===== config.mk =====
export PLATFORM = sky130hd
export DESIGN_NAME = sequence_gap_resequencer_unit
export DESIGN_NICKNAME = d
export VERILOG_FILES = /design/src/sgr_pkg.sv /design/src/sgr_cell.sv /design/src/sequence_gap_resequencer_unit.sv
export SDC_FILE = /design/constraint.sdc
export NUM_CORES = 2
export LEC_CHECK = 0
export BUFFER_PORTS_ARGS = -buffer_cell sky130_fd_sc_hd__buf_2
export CORE_UTILIZATION = 30
export DETAILED_ROUTE_END_ITERATION = 16
export PLACE_DENSITY_LB_ADDON = 0.1
export SLEW_MARGIN = 20
export SYNTH_ARGS = -nofsm -noshare
export SYNTH_HDL_FRONTEND = slang
export SYNTH_SLANG_ARGS = --single-unit
export TNS_END_PERCENT = 5

===== constraint.sdc =====
create_clock -name clk -period 10.6 [get_ports clk]
set_clock_uncertainty 0.05 [all_clocks]
set_input_delay 0.53 -clock clk [delete_from_list [all_inputs] [get_ports clk]]
set_output_delay 0.53 -clock clk [all_outputs]
set_load 0.01 [all_outputs]

===== src/sgr_pkg.sv =====
package sgr_pkg;

  localparam int HoldDepthDef = 16;
  localparam int RefBitsDef   = 16;

  localparam logic [7:0] DRAIN_RESET = 8'd10;
  localparam int         RES_CNT_W   = 5;
  localparam logic [RES_CNT_W-1:0] MAX_RES = 5'd16;

  localparam logic [2:0] M_LOGON     = 3'd0;
  localparam logic [2:0] M_LIVE      = 3'd1;
  localparam logic [2:0] M_RECOVERED = 3'd2;
  localparam logic [2:0] M_REC_END   = 3'd3;
  localparam logic [2:0] M_DRAIN     = 3'd4;
  localparam logic [2:0] M_LOAD      = 3'd5;

  localparam logic [3:0] K_ACCEPT   = 4'd0;
  localparam logic [3:0] K_HELD     = 4'd1;
  localparam logic [3:0] K_DUP      = 4'd2;
  localparam logic [3:0] K_REJECT   = 4'd3;
  localparam logic [3:0] K_RELEASE  = 4'd4;
  localparam logic [3:0] K_RESEND   = 4'd5;
  localparam logic [3:0] K_STATUS   = 4'd6;
  localparam logic [3:0] K_OVERFLOW = 4'd7;
  localparam logic [3:0] K_NONE     = 4'd8;

  typedef enum logic [2:0] {
    S_IDLE,
    S_PRE_RS,
    S_ST,
    S_MSG,
    S_POST_RS,
    S_REL,
    S_NONE
  } state_t;

  typedef struct packed {
    logic ins;
    logic pop;
  } cell_ctl_t;

  function automatic logic s_lt(input logic [31:0] a, input logic [31:0] b);
    return $signed(a) < $signed(b);
  endfunction

endpackage


===== src/sgr_cell.sv =====
module sgr_cell import sgr_pkg::*; #(
  parameter int REF_BITS = RefBitsDef
) (
  input  logic                clk,
  input  logic                rst_n,
  input  cell_ctl_t           ctl,
  input  logic [31:0]         new_seq,
  input  logic [REF_BITS-1:0] new_ref,
  input  logic                new_live,
  input  logic                new_app,
  input  logic                left_above,
  input  logic                left_v,
  input  logic [31:0]         left_seq,
  input  logic [REF_BITS-1:0] left_ref,
  input  logic                left_live,
  input  logic                left_app,
  input  logic                right_v,
  input  logic [31:0]         right_seq,
  input  logic [REF_BITS-1:0] right_ref,
  input  logic                right_live,
  input  logic                right_app,
  output logic                v,
  output logic [31:0]         seq,
  output logic [REF_BITS-1:0] ref_o,
  output logic                live,
  output logic                app,
  output logic                above,
  output logic                eq
);

  logic                v_r, v_nxt;
  logic [31:0]         seq_r, seq_nxt;
  logic [REF_BITS-1:0] ref_r, ref_nxt;
  logic                live_r, live_nxt;
  logic                app_r, app_nxt;

  // empty cells sit at the tail and count as above any key
  assign above = !v_r || s_lt(new_seq, seq_r);
  assign eq    = v_r && (seq_r == new_seq);

  always_comb begin
    v_nxt    = v_r;
    seq_nxt  = seq_r;
    ref_nxt  = ref_r;
    live_nxt = live_r;
    app_nxt  = app_r;
    if (ctl.pop) begin
      v_nxt    = right_v;
      seq_nxt  = right_seq;
      ref_nxt  = right_ref;
      live_nxt = right_live;
      app_nxt  = right_app;
    end else if (ctl.ins && above) begin
      if (left_above) begin
        v_nxt    = left_v;
        seq_nxt  = left_seq;
        ref_nxt  = left_ref;
        live_nxt = left_live;
        app_nxt  = left_app;
      end else begin
        v_nxt    = 1'b1;
        seq_nxt  = new_seq;
        ref_nxt  = new_ref;
        live_nxt = new_live;
        app_nxt  = new_app;
      end
    end
  end

  always_ff @(posedge clk) begin
    if (!rst_n) begin
      v_r <= 1'b0;
    end else begin
      v_r <= v_nxt;
    end
  end

  always_ff @(posedge clk) begin
    seq_r  <= seq_nxt;
    ref_r  <= ref_nxt;
    live_r <= live_nxt;
    app_r  <= app_nxt;
  end

  assign v     = v_r;
  assign seq   = seq_r;
  assign ref_o = ref_r;
  assign live  = live_r;
  assign app   = app_r;

endmodule


===== src/sequence_gap_resequencer_unit.sv =====
// An input beat steps through the sequencer states pre-resend, status, message, post-resend,
// release and none, and yields up to three plain beats; one that releases entries on drain
// or recovery end emits one release beat per released entry (at most 16).
// The unit takes no new input beat until the sequencer is idle again; the sequencer emits
// at most one result beat per cycle and, while the output is not stalled, the release loop
// pops the head cell of the sorted hold chain once per cycle.
// Reset (rst_n low, synchronous): last number 0, hold chain empty, drain disarmed,
// drain limit 10, no result pending.
module sequence_gap_resequencer_unit import sgr_pkg::*; #(
  parameter int HOLD_DEPTH = HoldDepthDef,
  parameter int REF_BITS   = RefBitsDef
) (
  input  logic                clk,
  input  logic                rst_n,
  input  logic                in_valid,
  output logic                in_stall,
  input  logic [2:0]          in_mode,
  input  logic [31:0]         in_seq_no,
  input  logic [REF_BITS-1:0] in_msg_ref,
  input  logic                in_is_logon,
  input  logic                in_is_app,
  output logic                out_valid,
  input  logic                out_stall,
  output logic [3:0]          out_kind,
  output logic [31:0]         out_out_seq,
  output logic [REF_BITS-1:0] out_out_ref,
  output logic                out_live_flag,
  output logic [31:0]         out_range_begin,
  output logic [31:0]         out_range_end,
  output logic                out_open_end,
  output logic [31:0]         out_local_seq,
  output logic [31:0]         out_remote_seq,
  output logic                out_restore_flag,
  output logic                out_from_logon,
  output logic                out_last,
  input  logic                psel,
  input  logic                penable,
  input  logic                pwrite,
  input  logic [0:0]          paddr,
  input  logic [31:0]         pwdata,
  output logic [31:0]         prdata,
  output logic                pready
);

  // ---------------------------------------------------------------- state
  state_t              state_r, state_nxt;
  logic [31:0]         last_seq_r, last_seq_nxt;
  logic                armed_r, armed_nxt;
  logic [7:0]          limit_r;

  // captured input beat and its plan of result beats
  logic [2:0]          mode_r, mode_nxt;
  logic [31:0]         seq_r, seq_nxt;
  logic [REF_BITS-1:0] ref_r, ref_nxt;
  logic                live_r, live_nxt;
  logic                app_r, app_nxt;
  logic [3:0]          msg_kind_r, msg_kind_nxt;
  logic                pre_rs_r, pre_rs_nxt;
  logic                st_en_r, st_en_nxt;
  logic                msg_en_r, msg_en_nxt;
  logic                post_rs_r, post_rs_nxt;
  logic                rel_en_r, rel_en_nxt;
  logic                none_en_r, none_en_nxt;
  logic [31:0]         rs_beg_r, rs_beg_nxt;
  logic [31:0]         rs_end_r, rs_end_nxt;
  logic                rs_open_r, rs_open_nxt;
  logic [31:0]         st_loc_r, st_loc_nxt;
  logic [31:0]         st_rem_r, st_rem_nxt;
  logic                st_restore_r, st_restore_nxt;
  logic                st_logon_r, st_logon_nxt;
  logic [RES_CNT_W-1:0] rel_cnt_r, rel_cnt_nxt;
  logic [RES_CNT_W-1:0] app_cnt_r, app_cnt_nxt;

  // output register
  logic                out_valid_r, out_valid_nxt;
  logic [3:0]          o_kind_r;
  logic [31:0]         o_seq_r;
  logic [REF_BITS-1:0] o_ref_r;
  logic                o_live_r;
  logic [31:0]         o_rbeg_r, o_rend_r;
  logic                o_open_r;
  logic [31:0]         o_loc_r, o_rem_r;
  logic                o_restore_r, o_logon_r, o_last_r;

  // beat being built this cycle
  logic                emit;
  logic [3:0]          it_kind;
  logic [31:0]         it_seq;
  logic [REF_BITS-1:0] it_ref;
  logic                it_live;
  logic [31:0]         it_rbeg, it_rend;
  logic                it_open;
  logic [31:0]         it_loc, it_rem;
  logic                it_restore, it_logon, it_last;

  // ---------------------------------------------------------------- hold chain
  cell_ctl_t           ctl;
  logic                cell_v     [HOLD_DEPTH];
  logic [31:0]         cell_seq   [HOLD_DEPTH];
  logic [REF_BITS-1:0] cell_ref   [HOLD_DEPTH];
  logic                cell_live  [HOLD_DEPTH];
  logic                cell_app   [HOLD_DEPTH];
  logic                cell_above [HOLD_DEPTH];
  logic [HOLD_DEPTH-1:0] eq_vec;
  logic [HOLD_DEPTH-1:0] v_vec;

  // cell 0 holds the lowest key; keys rise along the chain and empty cells trail
  for (genvar i = 0; i < HOLD_DEPTH; i++) begin : g_cell
    logic                l_above, l_v, l_live, l_app;
    logic [31:0]         l_seq;
    logic [REF_BITS-1:0] l_ref;
    logic                r_v, r_live, r_app;
    logic [31:0]         r_seq;
    logic [REF_BITS-1:0] r_ref;
    logic                eq_o;

    if (i == 0) begin : g_head
      assign l_above = 1'b0;
      assign l_v     = 1'b0;
      assign l_seq   = '0;
      assign l_ref   = '0;
      assign l_live  = 1'b0;
      assign l_app   = 1'b0;
    end else begin : g_mid
      assign l_above = cell_above[i-1];
      assign l_v     = cell_v[i-1];
      assign l_seq   = cell_seq[i-1];
      assign l_ref   = cell_ref[i-1];
      assign l_live  = cell_live[i-1];
      assign l_app   = cell_app[i-1];
    end

    if (i == HOLD_DEPTH - 1) begin : g_tail
      assign r_v    = 1'b0;
      assign r_seq  = '0;
      assign r_ref  = '0;
      assign r_live = 1'b0;
      assign r_app  = 1'b0;
    end else begin : g_body
      assign r_v    = cell_v[i+1];
      assign r_seq  = cell_seq[i+1];
      assign r_ref  = cell_ref[i+1];
      assign r_live = cell_live[i+1];
      assign r_app  = cell_app[i+1];
    end

    sgr_cell #(.REF_BITS(REF_BITS)) u_cell (
      .clk        (clk),
      .rst_n      (rst_n),
      .ctl        (ctl),
      .new_seq    (seq_r),
      .new_ref    (ref_r),
      .new_live   (live_r),
      .new_app    (app_r),
      .left_above (l_above),
      .left_v     (l_v),
      .left_seq   (l_seq),
      .left_ref   (l_ref),
      .left_live  (l_live),
      .left_app   (l_app),
      .right_v    (r_v),
      .right_seq  (r_seq),
      .right_ref  (r_ref),
      .right_live (r_live),
      .right_app  (r_app),
      .v          (cell_v[i]),
      .seq        (cell_seq[i]),
      .ref_o      (cell_ref[i]),
      .live       (cell_live[i]),
      .app        (cell_app[i]),
      .above      (cell_above[i]),
      .eq         (eq_o)
    );

    assign eq_vec[i] = eq_o;
    assign v_vec[i]  = cell_v[i];
  end

  logic chain_full, eq_any;
  assign chain_full = cell_v[HOLD_DEPTH-1];
  assign eq_any     = |eq_vec;

  // second cell seen by the release loop, after the head pops
  logic        nx_v;
  logic [31:0] nx_seq;
  if (HOLD_DEPTH > 1) begin : g_nx
    assign nx_v   = cell_v[1];
    assign nx_seq = cell_seq[1];
  end

  // ---------------------------------------------------------------- config port
  assign pready = 1'b1;
  assign prdata = (paddr == 1'b0) ? {24'd0, limit_r} : 32'd0;

  always_ff @(posedge clk) begin
    if (!rst_n) begin
      limit_r <= DRAIN_RESET;
    end else if (psel && penable && pwrite && (paddr == 1'b0)) begin
      limit_r <= pwdata[7:0];
    end
  end

  // ---------------------------------------------------------------- sequencer
  logic        in_acc, emit_ok, positive;
  logic [31:0] beg, seq_m1;

  assign in_stall = (state_r != S_IDLE);
  assign in_acc   = in_valid && (state_r == S_IDLE);
  assign emit_ok  = !out_valid_r || !out_stall;
  assign positive = (in_seq_no != 32'd0) && !in_seq_no[31];
  assign beg      = last_seq_r + 32'd1;
  assign seq_m1   = in_seq_no - 32'd1;

  always_comb begin
    logic cont;
    logic [RES_CNT_W-1:0] app_add;

    state_nxt      = state_r;
    last_seq_nxt   = last_seq_r;
    armed_nxt      = armed_r;
    mode_nxt       = mode_r;
    seq_nxt        = seq_r;
    ref_nxt        = ref_r;
    live_nxt       = live_r;
    app_nxt        = app_r;
    msg_kind_nxt   = msg_kind_r;
    pre_rs_nxt     = pre_rs_r;
    st_en_nxt      = st_en_r;
    msg_en_nxt     = msg_en_r;
    post_rs_nxt    = post_rs_r;
    rel_en_nxt     = rel_en_r;
    none_en_nxt    = none_en_r;
    rs_beg_nxt     = rs_beg_r;
    rs_end_nxt     = rs_end_r;
    rs_open_nxt    = rs_open_r;
    st_loc_nxt     = st_loc_r;
    st_rem_nxt     = st_rem_r;
    st_restore_nxt = st_restore_r;
    st_logon_nxt   = st_logon_r;
    rel_cnt_nxt    = rel_cnt_r;
    app_cnt_nxt    = app_cnt_r;
    ctl            = '0;
    cont           = 1'b0;
    app_add        = '0;

    emit       = 1'b0;
    it_kind    = K_NONE;
    it_seq     = '0;
    it_ref     = '0;
    it_live    = 1'b0;
    it_rbeg    = '0;
    it_rend    = '0;
    it_open    = 1'b0;
    it_loc     = '0;
    it_rem     = '0;
    it_restore = 1'b0;
    it_logon   = 1'b0;
    it_last    = 1'b0;

    unique case (state_r)
      S_IDLE: begin
        if (in_acc) begin
          // capture the beat and lay out its result plan
          mode_nxt       = in_mode;
          seq_nxt        = in_seq_no;
          ref_nxt        = in_msg_ref;
          live_nxt       = 1'b0;
          app_nxt        = in_is_app;
          msg_kind_nxt   = K_ACCEPT;
          pre_rs_nxt     = 1'b0;
          st_en_nxt      = 1'b0;
          msg_en_nxt     = 1'b0;
          post_rs_nxt    = 1'b0;
          rel_en_nxt     = 1'b0;
          rs_beg_nxt     = beg;
          rs_end_nxt     = seq_m1;
          rs_open_nxt    = 1'b0;
          st_loc_nxt     = last_seq_r;
          st_rem_nxt     = in_seq_no;
          st_restore_nxt = 1'b0;
          st_logon_nxt   = 1'b0;
          rel_cnt_nxt    = '0;
          app_cnt_nxt    = '0;
          unique case (in_mode)
            M_LOGON: begin
              st_en_nxt    = 1'b1;
              st_logon_nxt = 1'b1;
              rs_open_nxt  = 1'b1;
              rs_end_nxt   = 32'hFFFF_FFFF;
              if (positive) begin
                st_rem_nxt = seq_m1;
                if (seq_m1 == last_seq_r) begin
                  // in step with the peer: status only
                end else if (s_lt(last_seq_r, seq_m1)) begin
                  pre_rs_nxt     = 1'b1;
                  st_restore_nxt = 1'b1;
                end else begin
                  last_seq_nxt = seq_m1;
                end
              end else begin
                pre_rs_nxt     = 1'b1;
                st_restore_nxt = 1'b1;
              end
            end
            M_LIVE: begin
              msg_en_nxt = 1'b1;
              live_nxt   = !in_is_logon;
              if (!positive) begin
                msg_kind_nxt = K_REJECT;
              end else if (s_lt(last_seq_r, in_seq_no)) begin
                if (in_seq_no == beg) begin
                  last_seq_nxt = in_seq_no;
                end else begin
                  msg_kind_nxt = K_HELD;
                  post_rs_nxt  = 1'b1;
                end
              end else begin
                // peer restarted: reset to its number
                st_en_nxt      = 1'b1;
                st_restore_nxt = 1'b1;
                last_seq_nxt   = in_seq_no;
                if (in_seq_no != 32'd1) begin
                  msg_kind_nxt = K_HELD;
                  post_rs_nxt  = 1'b1;
                  rs_beg_nxt   = 32'd1;
                end
              end
            end
            M_RECOVERED: begin
              msg_en_nxt = 1'b1;
              if (in_seq_no == beg) begin
                last_seq_nxt = in_seq_no;
                armed_nxt    = 1'b1;
              end else begin
                msg_kind_nxt = K_HELD;
              end
            end
            M_REC_END: begin
              if (positive) begin
                if (!cell_v[0]) begin
                  last_seq_nxt = in_seq_no;
                end else if (s_lt(in_seq_no, cell_seq[0])) begin
                  last_seq_nxt = in_seq_no;
                  armed_nxt    = 1'b1;
                end else begin
                  armed_nxt  = 1'b0;
                  rel_en_nxt = 1'b1;
                end
              end
            end
            M_DRAIN: begin
              if (armed_r) begin
                if (!cell_v[0]) begin
                  armed_nxt = 1'b0;
                end else if (cell_seq[0] == beg) begin
                  rel_en_nxt = 1'b1;
                end
              end
            end
            M_LOAD: begin
              last_seq_nxt = in_seq_no;
            end
            default: begin
            end
          endcase
          none_en_nxt = !(st_en_nxt || msg_en_nxt || pre_rs_nxt || rel_en_nxt);
          state_nxt   = S_PRE_RS;
        end
      end

      S_PRE_RS: begin
        if (!pre_rs_r) begin
          state_nxt = S_ST;
        end else if (emit_ok) begin
          emit      = 1'b1;
          it_kind   = K_RESEND;
          it_rbeg   = rs_beg_r;
          it_rend   = rs_end_r;
          it_open   = rs_open_r;
          state_nxt = S_ST;
        end
      end

      S_ST: begin
        if (!st_en_r) begin
          state_nxt = S_MSG;
        end else if (emit_ok) begin
          emit       = 1'b1;
          it_kind    = K_STATUS;
          it_loc     = st_loc_r;
          it_rem     = st_rem_r;
          it_restore = st_restore_r;
          it_logon   = st_logon_r;
          it_last    = !(msg_en_r || post_rs_r);
          state_nxt  = S_MSG;
        end
      end

      S_MSG: begin
        if (!msg_en_r) begin
          state_nxt = S_POST_RS;
        end else if (emit_ok) begin
          emit    = 1'b1;
          it_seq  = seq_r;
          it_ref  = ref_r;
          it_last = !post_rs_r;
          if (msg_kind_r == K_HELD) begin
            it_live = live_r;
            // an existing key wins; a full chain drops the message
            if (eq_any) begin
              it_kind = K_DUP;
            end else if (chain_full) begin
              it_kind = K_OVERFLOW;
            end else begin
              it_kind = K_HELD;
              ctl.ins = 1'b1;
            end
          end else begin
            it_kind = msg_kind_r;
          end
          state_nxt = S_POST_RS;
        end
      end

      S_POST_RS: begin
        if (!post_rs_r) begin
          state_nxt = S_REL;
        end else if (emit_ok) begin
          emit      = 1'b1;
          it_kind   = K_RESEND;
          it_rbeg   = rs_beg_r;
          it_rend   = rs_end_r;
          it_open   = rs_open_r;
          it_last   = 1'b1;
          state_nxt = S_REL;
        end
      end

      S_REL: begin
        if (!rel_en_r) begin
          state_nxt = S_NONE;
        end else if (emit_ok) begin
          // pop the head and decide from the next cell whether to go on
          emit         = 1'b1;
          it_kind      = K_RELEASE;
          it_seq       = cell_seq[0];
          it_ref       = cell_ref[0];
          it_live      = cell_live[0];
          ctl.pop      = 1'b1;
          last_seq_nxt = cell_seq[0];
          rel_cnt_nxt  = rel_cnt_r + 1'b1;
          app_add      = {{(RES_CNT_W-1){1'b0}}, cell_app[0]};
          app_cnt_nxt  = app_cnt_r + app_add;
          if (mode_r == M_REC_END) begin
            cont = nx_v && !s_lt(seq_r, nx_seq) && (rel_cnt_nxt < MAX_RES);
          end else begin
            cont = nx_v && ({3'd0, app_cnt_nxt} < limit_r) &&
                   (nx_seq == cell_seq[0] + 32'd1) && (rel_cnt_nxt < MAX_RES);
          end
          it_last = !cont;
          if (!cont) begin
            if (mode_r == M_REC_END) begin
              armed_nxt = nx_v;
            end
            state_nxt = S_IDLE;
          end
        end
      end

      S_NONE: begin
        if (!none_en_r) begin
          state_nxt = S_IDLE;
        end else if (emit_ok) begin
          emit      = 1'b1;
          it_kind   = K_NONE;
          it_last   = 1'b1;
          state_nxt = S_IDLE;
        end
      end

      default: begin
        state_nxt = S_IDLE;
      end
    endcase

    // hold the result beat until taken
    if (emit) begin
      out_valid_nxt = 1'b1;
    end else if (!out_stall) begin
      out_valid_nxt = 1'b0;
    end else begin
      out_valid_nxt = out_valid_r;
    end
  end

  always_ff @(posedge clk) begin
    if (!rst_n) begin
      state_r     <= S_IDLE;
      last_seq_r  <= '0;
      armed_r     <= 1'b0;
      out_valid_r <= 1'b0;
    end else begin
      state_r     <= state_nxt;
      last_seq_r  <= last_seq_nxt;
      armed_r     <= armed_nxt;
      out_valid_r <= out_valid_nxt;
    end
  end

  always_ff @(posedge clk) begin
    mode_r       <= mode_nxt;
    seq_r        <= seq_nxt;
    ref_r        <= ref_nxt;
    live_r       <= live_nxt;
    app_r        <= app_nxt;
    msg_kind_r   <= msg_kind_nxt;
    pre_rs_r     <= pre_rs_nxt;
    st_en_r      <= st_en_nxt;
    msg_en_r     <= msg_en_nxt;
    post_rs_r    <= post_rs_nxt;
    rel_en_r     <= rel_en_nxt;
    none_en_r    <= none_en_nxt;
    rs_beg_r     <= rs_beg_nxt;
    rs_end_r     <= rs_end_nxt;
    rs_open_r    <= rs_open_nxt;
    st_loc_r     <= st_loc_nxt;
    st_rem_r     <= st_rem_nxt;
    st_restore_r <= st_restore_nxt;
    st_logon_r   <= st_logon_nxt;
    rel_cnt_r    <= rel_cnt_nxt;
    app_cnt_r    <= app_cnt_nxt;
    if (emit) begin
      o_kind_r    <= it_kind;
      o_seq_r     <= it_seq;
      o_ref_r     <= it_ref;
      o_live_r    <= it_live;
      o_rbeg_r    <= it_rbeg;
      o_rend_r    <= it_rend;
      o_open_r    <= it_open;
      o_loc_r     <= it_loc;
      o_rem_r     <= it_rem;
      o_restore_r <= it_restore;
      o_logon_r   <= it_logon;
      o_last_r    <= it_last;
    end
  end

  assign out_valid        = out_valid_r;
  assign out_kind         = o_kind_r;
  assign out_out_seq      = o_seq_r;
  assign out_out_ref      = o_ref_r;
  assign out_live_flag    = o_live_r;
  assign out_range_begin  = o_rbeg_r;
  assign out_range_end    = o_rend_r;
  assign out_open_end     = o_open_r;
  assign out_local_seq    = o_loc_r;
  assign out_remote_seq   = o_rem_r;
  assign out_restore_flag = o_restore_r;
  assign out_from_logon   = o_logon_r;
  assign out_last         = o_last_r;

  // ---------------------------------------------------------------- checks
  // occupied cells form an unbroken run from the head
  a_chain_packed: assert property (@(posedge clk) disable iff (!rst_n)
    ((v_vec & (v_vec + 1'b1)) == '0))
    else $error("hold chain has a gap");

  // the head key stays strictly below the second key
  a_chain_sorted: assert property (@(posedge clk) disable iff (!rst_n)
    nx_v |-> s_lt(cell_seq[0], nx_seq))
    else $error("hold chain out of order");

  // a taken input beat starts the sequencer
  a_accept_busy: assert property (@(posedge clk) disable iff (!rst_n)
    (in_valid && !in_stall) |=> (state_r != S_IDLE))
    else $error("input beat taken but sequencer idle");

endmodule

; Word-level counts from Yosys, hierarchy flattened
; Index checks and enable logic that the tools add are counted.
; W data, S select, Z words.
[totals]
regBits = 1249
wordCells = 703
out_inout_bits = 220
inputBits = 93
[op_classes]
n_eq_ne = 57
addsub = 5
n_lt_le_gt_ge = 21
reduce_logical = 118
bitwise = 2
muxes = 383
[op_table]
columns = cell, count
row1 = $mux W32, 73
row2 = $mux W16, 49
row3 = $eq A32 B32 Y1, 20
row4 = $lt A32 B32 Y1, 19
row5 = $pmux W32 S2, 4
row6 = $mux W1, 207
row7 = $pmux W32 S5, 1
row8 = $add A32 B1 Y32 const B, 2
row9 = $mux W3, 16
row10 = $mux W4, 12
row11 = $logic_and A1 B1 Y1, 42
row12 = $ne A3 B3 Y1 const B, 13
row13 = $ne A32 B1 Y1 const B, 1
row14 = $pmux W16 S2, 1
row15 = $reduce_bool A2 Y1, 16
row16 = $reduce_bool A32 Y1, 1
row17 = $sub A32 B1 Y32 const B, 1
row18 = $logic_not A1 Y1, 25
row19 = $mux W5, 5
row20 = $logic_or A1 B1 Y1, 21
row21 = $pmux W3 S7, 1
row22 = $pmux W4 S5, 1
row23 = $pmux W5 S2, 2
row24 = $reduce_or A16 Y1, 1
row25 = 30 further kinds, 52

; Depth between registers and ports, before layout
[logic_depth]
ltp_word = 13
depth_mapped = 22
ltp_nobuf = 20

; Cells and area by module
; Synthesis repeated with hierarchy kept, for this count alone.
[unflattened]
hier_cells = 7929
area_unflattened_um2 = 80626.1
[modules_own_cells]
columns = module, area_each_um2, n_inst, cells_each
row1 = sgr_cell at g_cell[15].u_cell ..., 3522.1, 10, 355
row2 = sequence_gap_resequencer_unit, 24482.2, 1, 2273
row3 = sgr_cell at g_cell[0].u_cell ..., 3487.1, 6, 351

; Least setup slack after synthesis
; Ideal clock, no wire load.
[synth_path]
path_type = register to register
start = register state_r[0]
end = register last_seq_r[20]
path_buffers = 4
setup_slack_ns = -0.626
path_stages_with_launch = 13
t_arrival_ns = 11.039
synth_period_minus_slack_ns = 11.226
path_cell_list = dfxtp_1 clkbuf_1 or3_1 clkbuf_1 nor2_1 a22oi_1 a221oi_1 o311ai_0 a21oi_1 a31o_2 clkbuf_1 clkbuf_1 a31oi_1
[synth_between]
elab_chain_cells = 4
[synth_lines]
columns = element, line_no
row1 = "start, declared", sequence_gap_resequencer_unit.sv:46  ; state_t state_r, state_nxt;
row2 = "start signal, assigned", sequence_gap_resequencer_unit.sv:503  ; state_r <= state_nxt;
row3 = $logic_not A3 Y1, "sequence_gap_resequencer_unit.sv:208, sequence_gap_resequencer_unit.sv:260"
row4 = $logic_and A1 B1 Y1, sequence_gap_resequencer_unit.sv:208  ; assign in_acc = in_valid && (state_r == S_IDLE);
row5 = $ne A2 B2 Y1 (no line), --
row6 = $reduce_and A11 Y1 (no line), --
row7 = "end signal, assigned", sequence_gap_resequencer_unit.sv:504  ; last_seq_r <= last_seq_nxt;
row8 = "end, declared", sequence_gap_resequencer_unit.sv:47  ; logic [31:0] last_seq_r, last_seq_nxt;
; Several ways; a longest one is shown, not always the timed one.
; A chain may end at the register's enable or synchronous reset.

; Worst setup path in the final report
[layout_path]
start = input port in_seq_no[13]
end = register last_seq_r[15]
[layout_between]
elab_chain_cells = 7
[layout_lines]
columns = element, line_no
row1 = "start, declared", sequence_gap_resequencer_unit.sv:18  ; input logic [31:0] in_seq_no,
row2 = branches (longest 7 deep; another with $sub A32 B1 Y32), --
; Several ways; the timed one is not identified. The select of a mux whose other input is x is not followed.

==> impl_metrics.yaml <==
logic_synthesis:
  yosysSeqAreaShare: 0.467
  synth_common_cells: "edfxtp_1, nand2_1, o21ai_0, ha_1, inv_1"
  synthCells: 7725
  synthArstFlopShare: 0
  synth_area_leaders: "edfxtp_1, ha_1, mux2i_1"
  yosys.cell_count.top_type: "edfxtp_1"
  synth_area_um2: 77800
  synth_edf_count: 1136
  synth_area_leader_cell: "edfxtp_1"
  ys.flop_type: "edfxtp_1"
  yosysTopAreaCellShare: 0.438
  yosysWarnings: 0
  ys_seq_elements: 1247
  avgSynthCellArea_um2: 10.1
  ys_types: 91
grt:
  grt-ovfl-total: 0
  grt_first_pass_wirelength_mm: 428
  antenna_found_initial: 5
  grt_usage: 0.221
  grt_max_degree: 257
  grt_pass1_vias: 59770
finish:
  finalNetCount: 8535
  design_area_um2: 88500
  area_delta_synth_final_pct: 13.6
  finalNonFillerCells: 11344
  multiInputGateArea_um2: 37600
  post-route-util: 0.344
  drive_above_1_share: 0.0939
  ff_latch_area_um2: 36300
  nFillCells: 26177
sta:
  max_freq_ghz: 0.150
  tightest_slew_ns: 1.22
  max-slew-margin-rel: 0.178
  min_period_ns: 6.68
  hold_viol: 0
  timing.final.crit_share: 0.630
  finalSetupTns_ns: 0
  slew_viol_final: 0
  setup_viol: 0
  rsz0062_at_grt: "false"
min_path:
  hold_path.startpoint: "in_is_logon"
  worstHoldEndpoint: "live_r"
  hp-class: "in -> reg"
  whs_path_depth: 2
clock_tree:
  cts.htree.levels: 4
  numCtsBuffers: 161
  cts_num_sinks: 1247
  cts-resized-gates: 0
  clk_path_buf_depth: 3
  cts_tree: "built"
  clock_latency_ns: 0.85
  clk_root_buffer_cell: "clkbuf_16"
  clkSlewWorstSetupHoldPaths_ns: 0.06
power:
  total_power_uw: 13800
  powerDensity_nw_per_um2: 156
  power.leakage_uw: 0.0368
  irDropWorstVdd_mv: 0.175
worst_setup_path:
  ff2ff_path_depth: 13
  crit_fanout: 50
  path_class: "in -> reg"
  crit_path_start_kind: "primary input"
  crit_required_ns: 11.32
  critPathCaptureType: "register"
  arrival_ns: 7.40
  reg2reg_to: "last_seq_r[29]"
  worstSetupStartpoint: "in_seq_no[13]"
  timing.rr.start: "last_seq_r[2]"
  regToRegSetupSlack_ns: 4.44
detailed_routing:
  drt.antenna.violating_nets: 0
  drt_wl_total_mm: 297
  via_count: 60711
  avgRoutedWirePerCell_um: 26.2
  routed_via_density: 5.35
  drtPass1Iterations: 6
  dr.first_iter.drc_count: 5096
  drcViolationCount: 0
run:
  drv_cap: 0
die:
  dieArea_um2: 262000
  die_h_um: 511
  initial_core_util: 0.302
  pin_count: 313
  core_um2: 257000
  die_w_um: 511
  rows: 186
place:
  portBuffers: 263
  dp_hpwl_mm: 214
  placed_area_um2: 83000
  gp_congestion: 0.923
  dp_cells: 11021
run_status:
  status: "complete, no violations"
cell families after synthesis:
group | Yosys count | share of synthesized area
simple gates | 2131 | 0.129
compound gates | 1861 | 0.154
flops | 1247 | 0.467
buf+inv | 1105 | 0.0555
fa+ha+maj | 617 | 0.0992
mux | 559 | 0.0721
xor+xnor | 203 | 0.0234
other cells | 2 | 0.0000965
critical path, cell delays in order:
cell      delay [ns]
buf_2           0.10
buf_4           0.23
or4_1           0.67
or4_1           0.63
nor4_2          0.96
nand3_1         0.40
or3_1           0.50
xnor2_1         0.19
ha_1            0.39
nand2_1         0.13
nor4_1          0.43
and2_1          0.22
nand2_1         0.07
o41ai_1         0.34
or4_1           0.24
a31o_2          0.16
buf_4           0.50
o311ai_0        0.25
a221oi_1        0.25
o21a_1          0.15
stage by stage:
step | hold WS, ns | setup slack, ns
floorplan | 0.380 | 1.00
global placement | 0.396 | 3.35
detailed placement | 0.397 | 3.31
CTS | 0.00313 | 4.17
global route | 0.0308 | 3.73
finish | 0.0874 | 3.92
metal layers:
layer  part of all wire  global-route usage  vias to the layer above
met5           0.000087                   0                        -
met4              0.047              0.0971                        4
met3              0.043              0.0254                      449
met2               0.47               0.365                     1742
met1               0.44               0.291                    29977
li1                   -                   -                    28539
repair_timing:
item                      4_1_cts  5_1_grt
hold endpoints to repair       25        0
buffers inserted                0        0
hold buffers                   25        0
area by class of cell:
class | count | area share
antenna | 3 | 0.0000849
multi-input combinational | 5396 | 0.425
tap | 3384 | 0.0479
timing repair buffer | 450 | 0.0329
inverter | 569 | 0.0241
clock buffer | 223 | 0.0502
clock inverter | 72 | 0.00867
sequential | 1247 | 0.411
sequential cells by signal, indices dropped and copies added, names as in the netlist, 4 cells and up:
name	cells
g_cell.u_cell.seq	512
g_cell.u_cell.ref_o	256
last_seq_r	32
out_local_seq	32
out_out_seq	32
out_range_begin	32
out_range_end	32
out_remote_seq	32
rs_beg_r	32
rs_end_r	32
seq_r	32
st_loc_r	32
st_rem_r	32
g_cell.u_cell.app	16
g_cell.u_cell.live	16
g_cell.u_cell.v	16
out_out_ref	16
ref_r	16
limit_r	8
app_cnt_r	5
rel_cnt_r	5
out_kind	4
worst max path at each step:
stage,end,slack [ns],depth (start not counted)
after global placement,last_seq_r[15],3.35,20
after CTS,last_seq_r[15],4.17,20
final,last_seq_r[15],3.92,20
after detailed placement,last_seq_r[15],3.31,20
after global routing,last_seq_r[15],3.73,20
after floorplan,out_from_logon,1.00,5
placed cells by master (no fill, tap or decap), types with 48 or more instances in the layout:
| cell type | count |
|---|---|
| and2_1 | 197 |
| clkbuf_16 | 163 |
| xnor2_1 | 160 |
| nand3_1 | 92 |
| nand4_1 | 166 |
| nor4_1 | 56 |
| buf_2 | 263 |
| edfxtp_1 | 1136 |
| o21ai_0 | 741 |
| nor2_1 | 362 |
| a21oi_1 | 330 |
| a21o_1 | 208 |
| mux2i_1 | 539 |
| inv_1 | 559 |
| o21a_1 | 48 |
| ha_1 | 617 |
| nor3_1 | 212 |
| nand2_1 | 843 |
| a221o_1 | 206 |
| dfxtp_1 | 111 |
| buf_4 | 152 |
where the power goes:
group          switching [µW]  internal (µW)  leakage (µW)
sequential                207           5800        0.0113
clock                    2370           3130       0.00253
combinational            1540            741        0.0230
No activity file was read; power rests on OpenSTA's default activity.
